### src/rtl/core/crff_pkg.sv
// Package with the types, codes and constants shared by the CAN receive filter FIFO.
package crff_pkg;

	localparam int QUEUE_DEPTH_DEF = 8;
	localparam int FILTER_COUNT = 3;
	localparam int ID_W = 29;
	localparam int LEN_W = 4;
	localparam int DATA_W = 64;
	localparam int MATCH_W = 2;
	localparam int PEND_W = 4;
	localparam int PADDR_W = 5;
	localparam int PDATA_W = 32;
	localparam int NUM_FILTERS_REGS = 3;
	localparam logic [LEN_W-1:0] MAX_LEN = 4'd8;

	localparam logic ACT_RECEIVE = 1'b0;
	localparam logic ACT_POP = 1'b1;

	typedef enum logic [1:0] {
		ST_OK       = 2'd0,
		ST_EMPTY    = 2'd1,
		ST_FULL     = 2'd2,
		ST_NO_MATCH = 2'd3
	} status_t;

	typedef enum logic [2:0] {
		REG_F0_ID     = 3'd0,
		REG_F0_MASK   = 3'd1,
		REG_F1_ID     = 3'd2,
		REG_F1_MASK   = 3'd3,
		REG_F2_ID     = 3'd4,
		REG_F2_MASK   = 3'd5,
		REG_ACTIVE    = 3'd6,
		REG_FILTER_ON = 3'd7
	} reg_idx_t;

	typedef struct packed {
		logic              action;
		logic [ID_W-1:0]   frame_id;
		logic [LEN_W-1:0]  frame_length;
		logic [DATA_W-1:0] frame_data;
	} req_t;

	typedef struct packed {
		status_t            status;
		logic [ID_W-1:0]    out_id;
		logic [LEN_W-1:0]   out_length;
		logic [DATA_W-1:0]  out_data;
		logic [MATCH_W-1:0] out_match;
		logic [PEND_W-1:0]  pending;
	} rsp_t;

	typedef struct packed {
		logic [NUM_FILTERS_REGS-1:0][ID_W-1:0] fid;
		logic [NUM_FILTERS_REGS-1:0][ID_W-1:0] fmask;
		logic [NUM_FILTERS_REGS-1:0]           active;
		logic                                  filter_on;
	} cfg_t;

	typedef struct packed {
		logic [ID_W-1:0]    id;
		logic [LEN_W-1:0]   length;
		logic [DATA_W-1:0]  data;
		logic [MATCH_W-1:0] match;
	} entry_t;

endpackage

### src/rtl/core/crff_regs.sv
// Configuration register bank with its APB-style write and read port.
module crff_regs (
	input  logic                         clk,
	input  logic                         arst_n,
	input  logic                         psel,
	input  logic                         penable,
	input  logic                         pwrite,
	input  logic [crff_pkg::PADDR_W-1:0] paddr,
	input  logic [crff_pkg::PDATA_W-1:0] pwdata,
	output logic [crff_pkg::PDATA_W-1:0] prdata,
	output logic                         pready,
	output crff_pkg::cfg_t               cfg
);
	import crff_pkg::*;

	reg_idx_t idx;
	logic     wr_en;
	cfg_t     cfg_q;

	assign idx = reg_idx_t'(paddr[PADDR_W-1:2]);
	assign pready = 1'b1;
	assign wr_en = psel && penable && pwrite;
	assign cfg = cfg_q;

	always_ff @(posedge clk or negedge arst_n) begin
		if (!arst_n) begin
			cfg_q <= '{fid: '0, fmask: '0, active: '0, filter_on: 1'b1};
		end else if (wr_en) begin
			unique case (idx)
				REG_F0_ID:     cfg_q.fid[0] <= pwdata[ID_W-1:0];
				REG_F0_MASK:   cfg_q.fmask[0] <= pwdata[ID_W-1:0];
				REG_F1_ID:     cfg_q.fid[1] <= pwdata[ID_W-1:0];
				REG_F1_MASK:   cfg_q.fmask[1] <= pwdata[ID_W-1:0];
				REG_F2_ID:     cfg_q.fid[2] <= pwdata[ID_W-1:0];
				REG_F2_MASK:   cfg_q.fmask[2] <= pwdata[ID_W-1:0];
				REG_ACTIVE:    cfg_q.active <= pwdata[NUM_FILTERS_REGS-1:0];
				REG_FILTER_ON: cfg_q.filter_on <= pwdata[0];
				default:       cfg_q <= cfg_q;
			endcase
		end
	end

	always_comb begin
		prdata = '0;
		unique case (idx)
			REG_F0_ID:     prdata = PDATA_W'(cfg_q.fid[0]);
			REG_F0_MASK:   prdata = PDATA_W'(cfg_q.fmask[0]);
			REG_F1_ID:     prdata = PDATA_W'(cfg_q.fid[1]);
			REG_F1_MASK:   prdata = PDATA_W'(cfg_q.fmask[1]);
			REG_F2_ID:     prdata = PDATA_W'(cfg_q.fid[2]);
			REG_F2_MASK:   prdata = PDATA_W'(cfg_q.fmask[2]);
			REG_ACTIVE:    prdata = PDATA_W'(cfg_q.active);
			REG_FILTER_ON: prdata = PDATA_W'(cfg_q.filter_on);
			default:       prdata = '0;
		endcase
	end

endmodule

### src/rtl/core/crff_filter.sv
// Priority acceptance filter compare of a frame identifier.
module crff_filter (
	input  crff_pkg::cfg_t                cfg,
	input  logic [crff_pkg::ID_W-1:0]     frame_id,
	output logic                          hit,
	output logic [crff_pkg::MATCH_W-1:0]  match
);
	import crff_pkg::*;

	always_comb begin
		hit = 1'b0;
		match = '0;
		// Scanning downward lets the lowest-numbered matching filter win.
		for (int n = FILTER_COUNT - 1; n >= 0; n--) begin
			if (cfg.active[n] && (((frame_id ^ cfg.fid[n]) & cfg.fmask[n]) == '0)) begin
				hit = 1'b1;
				match = MATCH_W'(n);
			end
		end
		if (!cfg.filter_on) begin
			hit = 1'b1;
			match = '0;
		end
	end

endmodule

### src/rtl/core/can_rx_filter_fifo_core.sv
// Top level of the CAN receive acceptance filter and frame FIFO.
//
// Channel   Direction  Handshake             Moves
// req       in         req_valid/req_ready   one receive or pop command
// rsp       out        rsp_valid/rsp_ready   one result per command
// apb       in         psel/penable/pwrite   filter register writes and reads
//
// One transfer is accepted per cycle while the result is not stalled; a result is offered once
// its command has passed through the input register, and is held in the result register.
// The FIFO read data is registered together with the result.
// Reset clears the pointers, the frame count, the valid flags and the filter registers, but sets filter_on.
// A stalled result holds the result register and lets one more command wait
// in the input register.
module can_rx_filter_fifo_core #(
	parameter int QUEUE_DEPTH = crff_pkg::QUEUE_DEPTH_DEF
) (
	input  logic                         clk,
	input  logic                         arst_n,
	input  logic                         psel,
	input  logic                         penable,
	input  logic                         pwrite,
	input  logic [crff_pkg::PADDR_W-1:0] paddr,
	input  logic [crff_pkg::PDATA_W-1:0] pwdata,
	output logic [crff_pkg::PDATA_W-1:0] prdata,
	output logic                         pready,
	input  logic                         req_valid,
	output logic                         req_ready,
	input  crff_pkg::req_t               req,
	output logic                         rsp_valid,
	input  logic                         rsp_ready,
	output crff_pkg::rsp_t               rsp
);
	import crff_pkg::*;

	localparam int PTR_W = (QUEUE_DEPTH > 1) ? $clog2(QUEUE_DEPTH) : 1;
	localparam int CNT_W = $clog2(QUEUE_DEPTH + 1);
	localparam logic [CNT_W-1:0] FULL_CNT = CNT_W'(QUEUE_DEPTH);
	localparam logic [PTR_W-1:0] LAST_PTR = PTR_W'(QUEUE_DEPTH - 1);

	cfg_t               cfg;
	logic               s1_valid_q;
	req_t               req_s1;
	logic               rsp_valid_q;
	logic               s2_adv;
	logic               fire_s1;
	logic               hit;
	logic [MATCH_W-1:0] match;
	logic [LEN_W-1:0]   len_clamp;
	logic [DATA_W-1:0]  data_keep;
	logic               is_pop;
	logic               full;
	logic               empty;
	logic               do_push;
	logic               do_pop;
	status_t            status_c;
	logic [CNT_W-1:0]   cnt_next;
	logic [CNT_W-1:0]   count_q;
	logic [PTR_W-1:0]   wr_ptr_q;
	logic [PTR_W-1:0]   rd_ptr_q;
	entry_t             mem [QUEUE_DEPTH];
	entry_t             rd_entry_s2;
	status_t            status_s2;
	logic [CNT_W-1:0]   pend_s2;
	logic               pop_ok_s2;

	crff_regs u_regs (
		.clk     (clk),
		.arst_n  (arst_n),
		.psel    (psel),
		.penable (penable),
		.pwrite  (pwrite),
		.paddr   (paddr),
		.pwdata  (pwdata),
		.prdata  (prdata),
		.pready  (pready),
		.cfg     (cfg)
	);

	crff_filter u_filter (
		.cfg      (cfg),
		.frame_id (req_s1.frame_id),
		.hit      (hit),
		.match    (match)
	);

	assign s2_adv = !rsp_valid_q || rsp_ready;
	assign fire_s1 = s1_valid_q && s2_adv;
	assign req_ready = !s1_valid_q || s2_adv;
	assign rsp_valid = rsp_valid_q;

	always_ff @(posedge clk or negedge arst_n) begin
		if (!arst_n) begin
			s1_valid_q <= 1'b0;
		end else if (req_ready) begin
			s1_valid_q <= req_valid;
		end
	end

	always_ff @(posedge clk) begin
		if (req_valid && req_ready) begin
			req_s1 <= req;
		end
	end

	always_comb begin
		len_clamp = (req_s1.frame_length > MAX_LEN) ? MAX_LEN : req_s1.frame_length;
		for (int b = 0; b < DATA_W / 8; b++) begin
			data_keep[8*b +: 8] = (LEN_W'(b) < len_clamp) ? req_s1.frame_data[8*b +: 8] : 8'h00;
		end
	end

	assign is_pop = (req_s1.action == ACT_POP);
	assign full = (count_q == FULL_CNT);
	assign empty = (count_q == '0);
	assign do_push = fire_s1 && !is_pop && !full && hit;
	assign do_pop = fire_s1 && is_pop && !empty;

	always_comb begin
		status_c = ST_OK;
		if (is_pop) begin
			if (empty) begin
				status_c = ST_EMPTY;
			end
		end else if (full) begin
			status_c = ST_FULL;
		end else if (!hit) begin
			status_c = ST_NO_MATCH;
		end
	end

	always_comb begin
		cnt_next = count_q;
		if (do_push) begin
			cnt_next = count_q + 1'b1;
		end else if (do_pop) begin
			cnt_next = count_q - 1'b1;
		end
	end

	always_ff @(posedge clk or negedge arst_n) begin
		if (!arst_n) begin
			count_q <= '0;
			wr_ptr_q <= '0;
			rd_ptr_q <= '0;
		end else begin
			count_q <= cnt_next;
			if (do_push) begin
				wr_ptr_q <= (wr_ptr_q == LAST_PTR) ? '0 : wr_ptr_q + 1'b1;
			end
			if (do_pop) begin
				rd_ptr_q <= (rd_ptr_q == LAST_PTR) ? '0 : rd_ptr_q + 1'b1;
			end
		end
	end

	always_ff @(posedge clk) begin
		if (do_push) begin
			mem[wr_ptr_q] <= '{id: req_s1.frame_id, length: len_clamp,
				data: data_keep, match: match};
		end
		if (do_pop) begin
			rd_entry_s2 <= mem[rd_ptr_q];
		end
	end

	always_ff @(posedge clk or negedge arst_n) begin
		if (!arst_n) begin
			rsp_valid_q <= 1'b0;
		end else if (s2_adv) begin
			rsp_valid_q <= s1_valid_q;
		end
	end

	always_ff @(posedge clk) begin
		if (fire_s1) begin
			status_s2 <= status_c;
			pend_s2 <= cnt_next;
			pop_ok_s2 <= do_pop;
		end
	end

	always_comb begin
		rsp.status = status_s2;
		rsp.out_id = pop_ok_s2 ? rd_entry_s2.id : '0;
		rsp.out_length = pop_ok_s2 ? rd_entry_s2.length : '0;
		rsp.out_data = pop_ok_s2 ? rd_entry_s2.data : '0;
		rsp.out_match = pop_ok_s2 ? rd_entry_s2.match : '0;
		rsp.pending = PEND_W'(pend_s2);
	end

`ifndef SYNTH
	a_count_bound: assert property (@(posedge clk) disable iff (!arst_n)
		count_q <= FULL_CNT)
		else $error("frame count exceeds queue depth");

	a_full_pending: assert property (@(posedge clk) disable iff (!arst_n)
		rsp_valid_q && (status_s2 == ST_FULL) |-> pend_s2 == FULL_CNT)
		else $error("full drop reported with room in queue");

	a_empty_pending: assert property (@(posedge clk) disable iff (!arst_n)
		rsp_valid_q && (status_s2 == ST_EMPTY) |-> pend_s2 == '0 && !pop_ok_s2)
		else $error("empty pop reported with frames pending");
`endif

endmodule
### config.mk
export PLATFORM = sky130hd
export DESIGN_NAME = can_rx_filter_fifo_core
export DESIGN_NICKNAME = d
export VERILOG_FILES = /design/src/rtl/core/crff_pkg.sv /design/src/rtl/core/crff_regs.sv /design/src/rtl/core/crff_filter.sv /design/src/rtl/core/can_rx_filter_fifo_core.sv
export SDC_FILE = /design/constraint.sdc
export NUM_CORES = 1
export LEC_CHECK = 0
export BUFFER_PORTS_ARGS = -buffer_cell sky130_fd_sc_hd__clkbuf_2
export CAP_MARGIN = 30
export CORE_MARGIN = 10
export CORE_UTILIZATION = 40
export CTS_CLUSTER_DIAMETER = 120
export DETAILED_ROUTE_END_ITERATION = 8
export PLACE_DENSITY = 0.53
export SLEW_MARGIN = 30
export SYNTH_ARGS = -nofsm -noshare
export SYNTH_HDL_FRONTEND = slang
export SYNTH_SLANG_ARGS = --single-unit
export TNS_END_PERCENT = 100
### constraint.sdc
create_clock -name clk -period 21.1 [get_ports clk]
set_input_delay 2.11 -clock clk [delete_from_list [all_inputs] [get_ports clk]]
set_output_delay 2.11 -clock clk [all_outputs]
set_load 0.05 [all_outputs]
# == Word level (Yosys, flattened, before mapping) ==
# Memory sizes are Yosys's and may differ from the RTL's. A register that Yosys moved wholly into a read port is not among the register bits.
# Cells that the tools add are included.
# op_classes
n_lt_le_gt_ge,9
mux,32
n_reduce_logical,32
eq_ne,10
addsub,4
bitwise,6
# op_table
cell,n
32-bit case mux with 8 select lines,1
29-bit AND,3
29-bit zero test,3
29-bit bitwise XOR,3
64-bit 2-to-1 mux,1
8-bit 2-to-1 mux,8
29-bit 2-to-1 mux,1
3-bit equality test (second input constant),6
3-bit by 4-bit < comparator with 1-bit output (first input constant),4
2-bit 2-to-1 mux,8
4-bit 2-to-1 mux,4
2-bit AND reduction,8
1-bit logical AND,12
1-bit by 4-bit < comparator with 1-bit output (first input constant),2
2-bit by 4-bit < comparator with 1-bit output (first input constant),2
1-bit 2-to-1 mux,7
3-bit by 1-bit adder with 3-bit output (second input constant),2
3-bit by 2-bit equality test with 1-bit output (second input constant),2
3-bit 2-to-1 mux,2
1-bit zero test,5
4-bit by 1-bit adder with 4-bit output (second input constant),1
4-bit equality test (second input constant),1
4-bit > comparator (second input constant),1
4-bit zero test,1
4 further kinds,5
# totals
n_memories,1
elab_cells,114
ff_bits,295
ramBits,792
input_bits,142
# memory_table
name,depth,word_bits,rd,rd_clocked_by_memory_dff,wr,line_no,source
mem,8,99,1,1,1,can_rx_filter_fifo_core.sv:60,entry_t mem [QUEUE_DEPTH];

# == Depth between registers and ports, before layout ==
# depth
word_depth,11
mapped_depth,10
depth_no_buf,9

# == Cells and area by module ==
# From an unflattened synthesis, not the netlist that was laid out.
# hier_totals
hier_cells,2378
hier_area_um2,48029.8
# by_module_without_submodules
module,area_per_inst_um2,instances,cells_per_inst
can_rx_filter_fifo_core,38470.6,1,1612
crff_regs,8323.0,1,615
crff_filter,1236.2,1,151

# == Least setup slack after synthesis ==
# No wires, ideal clock.
# synth_path
path_type,in2reg
startpoint,in rsp_ready
endpoint,mem mem[0][0] in the netlist's numbering (enable)
required_ns,20.265
path_buffers,0
cell_stages,5
t_arrival_ns,12.969
slack_ns,7.296
cell_sequence,nand2b_1 nand2_1 or2_2 nand2b_1 nor4b_1
# synth_via
elab_chain_cells,7
# synth_rtl
element,line_no,source
"start, declared",can_rx_filter_fifo_core.sv:30,"input logic rsp_ready,"
1-bit logical OR,can_rx_filter_fifo_core.sv:86,assign s2_adv = !rsp_valid_q || rsp_ready;
1-bit logical AND,can_rx_filter_fifo_core.sv:87,assign fire_s1 = s1_valid_q && s2_adv;
1-bit logical AND (3 in a row),can_rx_filter_fifo_core.sv:115,assign do_push = fire_s1 && !is_pop && !full && hit;
1-bit 2-to-1 mux,can_rx_filter_fifo_core.sv:157,if (do_push) begin
1-bit 2-to-1 mux (not written as such),can_rx_filter_fifo_core.sv:158,"mem[wr_ptr_q] <= '{id: req_s1.frame_id, length: len_clamp,"
"end, declared",can_rx_filter_fifo_core.sv:60,
# Every way passes these cells.

# == Final worst setup path ==
# layout_path
startpoint,in paddr[3] in the netlist's numbering
endpoint,out prdata[27] in the netlist's numbering
# layout_via
elab_chain_cells,2
# layout_rtl
element,line_no,source
"start, declared",can_rx_filter_fifo_core.sv:22,"input logic [crff_pkg::PADDR_W-1:0] paddr,"
3-bit equality test (tied with other cells),crff_regs.sv:45,unique case (idx)
32-bit case mux with 8 select lines *,crff_regs.sv:45,
"end, declared",can_rx_filter_fifo_core.sv:24,"output logic [crff_pkg::PDATA_W-1:0] prdata,"
# Mark *: on every way between the ends. The rest lies on a longest branch, timed or not. The select of a mux whose other input is x is not followed.

==> results <==
- The flow ran to the end, and the final reports show no timing, DRC or antenna violations.
- Max-cap violations in this run came to 0.
- The die covers 131200 um2.
- The largest clock skew in the final design is 0.02924 ns.
- The sequential fraction of the synthesis area is 74.03%.
- The clock insertion delay at the later pin of the skew report is 0.73 ns.
- The initial antenna violation count was 9.
- The clock passes through at most 3 buffers.
- In this run the critical register-to-register path is launched from req_s1[71]$_DFFE_PP_.
- The clock period could shrink to 6.881 ns.
- Hold is met by 0.5005 ns.
- At the end of the flow the core is filled with cells to 47.05%.
- The number of inserted filler cells in the final layout is 9843.
- In this run the most critical hold path is launched from s1_valid_q$_DFFE_PN0N_.
- Clock-pin slew was measured on the worst setup and hold paths at 0.06 ns.
- The biggest area contributor in the post-synthesis netlist is edfxtp_1.
- The via count of the first global-routing pass is 25130.
- The total overflow left after global routing is 0.
- The power density relative to cell area is 121.5 nW/um2.
- After synthesis, the cell types taking the most area are edfxtp_1 64%, dfrtp_1 10%, mux4_2 9.9%.
- The synthesized netlist devotes 1.665% of its cell area to XOR and XNOR gates.
- The summed instance area of the synthesized netlist is 46830 um2.
- Based on the critical path, the design can be clocked at up to 145.3 MHz.
- For this design the top-level I/O count stands at 282.
- The synthesis warning total is 0.
- For the final routed database, the setup TNS stands at 0 ns.
- In this run the remaining antenna-violating nets after routing total 0.
- The type of destination of the critical path is an output port.
- Global routing used 17.70% of the available tracks across all layers.
- The design draws 0.006642 W.
- The placeable core area is 116200 um2.
- The final layout contains routed wiring with a total length of 117.4 mm.
- The number of H-tree branching levels is 4.
- The worst hold path class is reg -> reg.
- The layout cell share with drive strength beyond 1 is 36.07%.
- The most used flip-flop cell after synthesis is edfxtp_1.
- The maximum number of pins on one net before global-route repair is 153.
- The number of max-slew violations in the final report came to 0.
- The count of buffers added by post-CTS timing repair for setup is 0.
- The final estimated routing congestion in global placement is 0.8157.
- The start point of the critical path is paddr[3].
- Multiplexer cells account for 17.30% of the synthesized area.
- The detailed placer's ending HPWL is 68.40 mm.
- In the layout the commonest cells are 996 x edfxtp_1, 280 x mux2_2, 271 x clkbuf_2, 205 x mux4_2, 186 x dfrtp_1.
- The worst-case IR drop observed on VDD is 0.00007988 V.
- The first-pass detailed-route iteration total is 5.
- The maximum cell stage delay along the critical path is 0.95 ns.
- The net count of the finished layout is 2879.
- The maximum fanout along the worst path is 47.
- Counting the buffers created by CTS gives 134.
- The number of storage elements in the synthesis netlist is 1186.
- Of all flip-flops after synthesis, the portion carrying an async set or reset was 16.02%.
- The required time at the endpoint of the critical path is 18.99 ns.
- The complex-gate fraction of the synthesized area is 2.063%.
- The worst setup path is of the in -> out kind.
- The die is 362.2 um wide.
- The initial utilization of the core area, before any placement, comes to 40.30%.
- The detailed-route via count is 23450.
- The setup-violating endpoint count in the final report is 0.
- The first global-routing pass estimated 171.3 mm of wire.
- The die is 362.2 um tall.
- After layout, the worst path uses 32.61% of the clock period.
- The library cell used most frequently in the layout, excluding fill and tap cells, is edfxtp_1.
- After synthesis, the largest family of logic cells by area is multiplexers.
- The reg-to-reg setup timing slack is 15.50 ns.
- After Yosys synthesis, and, or, nand and nor cells account for 3.650% of the synthesized area.
- The final hold violation count is 0.
- The first-iteration detailed-routing DRC count is 1572.
- The tree is rooted in a clkbuf_16.
- The per-cell routed wire length is 26.89 um.
- The number of enable-type register cells in the synthesized netlist is 996.
- The average vias per placed instance is 5.372.
- Hold repair after CTS inserted 0 buffers.
- For this design, the sink count on the clock tree is 1186.
- The number of gates resized after cts is 0.
- The TritonCTS clock tree is yes.
- Relative to the synthesized area, the layout overhead comes to 16.77%.
- The count of buffers added on input and output ports is 272.
- The pin slew with the least headroom to its limit is 1.012 ns.
- Walking the worst path, the cells encountered are clkbuf_2 -> buf_4 -> nor2b_4 -> a22oi_1 -> a21oi_1 -> a21oi_1 -> nor2_1 -> clkbuf_2.
- The residual DRC count is 0.
- The netlist uses 51 different library cells.
- The worst pin sits at a relative slew slack of 32.37%.
- STA classifies the critical path startpoint as an input port.
- Summed over its instances, the top area cell type makes up 63.87% of the synthesized netlist area.
- Synthesis produced 2385 cells.
- The cell row count is 125.
- For the worst setup path, the data arrival time is 4.77 ns.
- The post-route cell area is 54680 um2.
- The critical-path cell with the highest stage delay is nor2b_4.
- Once placement finished, the instance area stood at 50210 um2.
- For this design the static power due to leakage is 19.35 nW.
- Setup repair after global routing left no endpoint under its margin.
- The synthesized netlist devotes 0.1603% of its cell area to adder and majority cells.
- The average cell area after synthesis is 19.63 um2.
## stage by stage
step                cells  setup slack [ns]
finish               4365             14.22
global route         4361             14.14
CTS                  4357             14.25
detailed placement   4116             14.26
global placement     4112             14.25
floorplan            2387             7.296
## sequential cells by signal, summed over array words and instances (netlist names), 2 cells and up
signal and cells:
rd_entry_s2 99, status_s2 2, mem 792, rd_ptr_q 3, wr_ptr_q 3, req_s1 97
u_regs.cfg 178, count_q 4, pend_s2 4
## cell type report
class / instances / area, um2 / area share, %
Clock inverter: 56 / 615.6 / 1.126
Clock buffer: 185 / 3771 / 6.897
Inverter: 16 / 65.06 / 0.1190
Multi-Input combinational cell: 1070 / 11760 / 21.50
Sequential cell: 1186 / 34680 / 63.42
Timing Repair Buffer: 323 / 1874 / 3.428
Tap cell: 1524 / 1907 / 3.487
Antenna cell: 5 / 12.51 / 0.02288
## cells by family after synthesis
group	after synthesis
AND/OR/NAND/NOR	305
buffers and inverters	131
flip-flops	1186
XOR/XNOR	89
multiplexers	518
other	2
adder cells (fa/ha/maj)	6
AO/OA/AOI/OAI	148
## where the power goes
part | switching, W | internal (W)
sequential | 0.000169 | 0.00282
combinational | 0.000709 | 0.000639
clock | 0.000914 | 0.00139
## metal layers
metal  share of wire (%)  track usage [%]
met2                  51            30.59
met1                  41            22.20
met3                 5.4            3.917
met4                 2.3            5.178
met5               0.038                0
## Yosys cell counts, drive strengths merged (2+ instances only)
cell    instances
a211oi         20
a21oi          52
a22oi          49
a31oi           5
a32oi           3
and2          109
and3            3
buf            49
clkbuf         66
conb            2
dfrtp         189
edfxtp        996
ha              6
inv            16
mux2          280
mux2i          33
mux4          205
nand2          25
nand2b          8
nand3           3
nand3b          2
nand4          12
nor2           63
nor2b          60
nor3            3
nor4            6
nor4b           3
o21a            2
o21ai           8
o31ai           2
or2             2
xor2           88
## worst paths after layout
check | to | depth (start not counted)
worst max-delay path | prdata[27] | 8
worst max register to register | mem[5][58]$_DFFE_PP_ | 10
worst min register to register | rsp_valid$_DFFE_PN0P_ | 1
max in group asynchronous | u_regs.cfg[125]$_DFFE_PN0P_ | 3
min in group asynchronous | u_regs.cfg[139]$_DFFE_PN0P_ | 1
worst min-delay path | rsp_valid$_DFFE_PN0P_ | 1
## worst max-delay path: cells and delay by family
family | cells | cell delay (ns)
buffers and inverters | 3 | 0.96
AO/OA/AOI/OAI | 3 | 0.41
AND/OR/NAND/NOR | 2 | 1.26
Power figures use the tool's default switching activity.
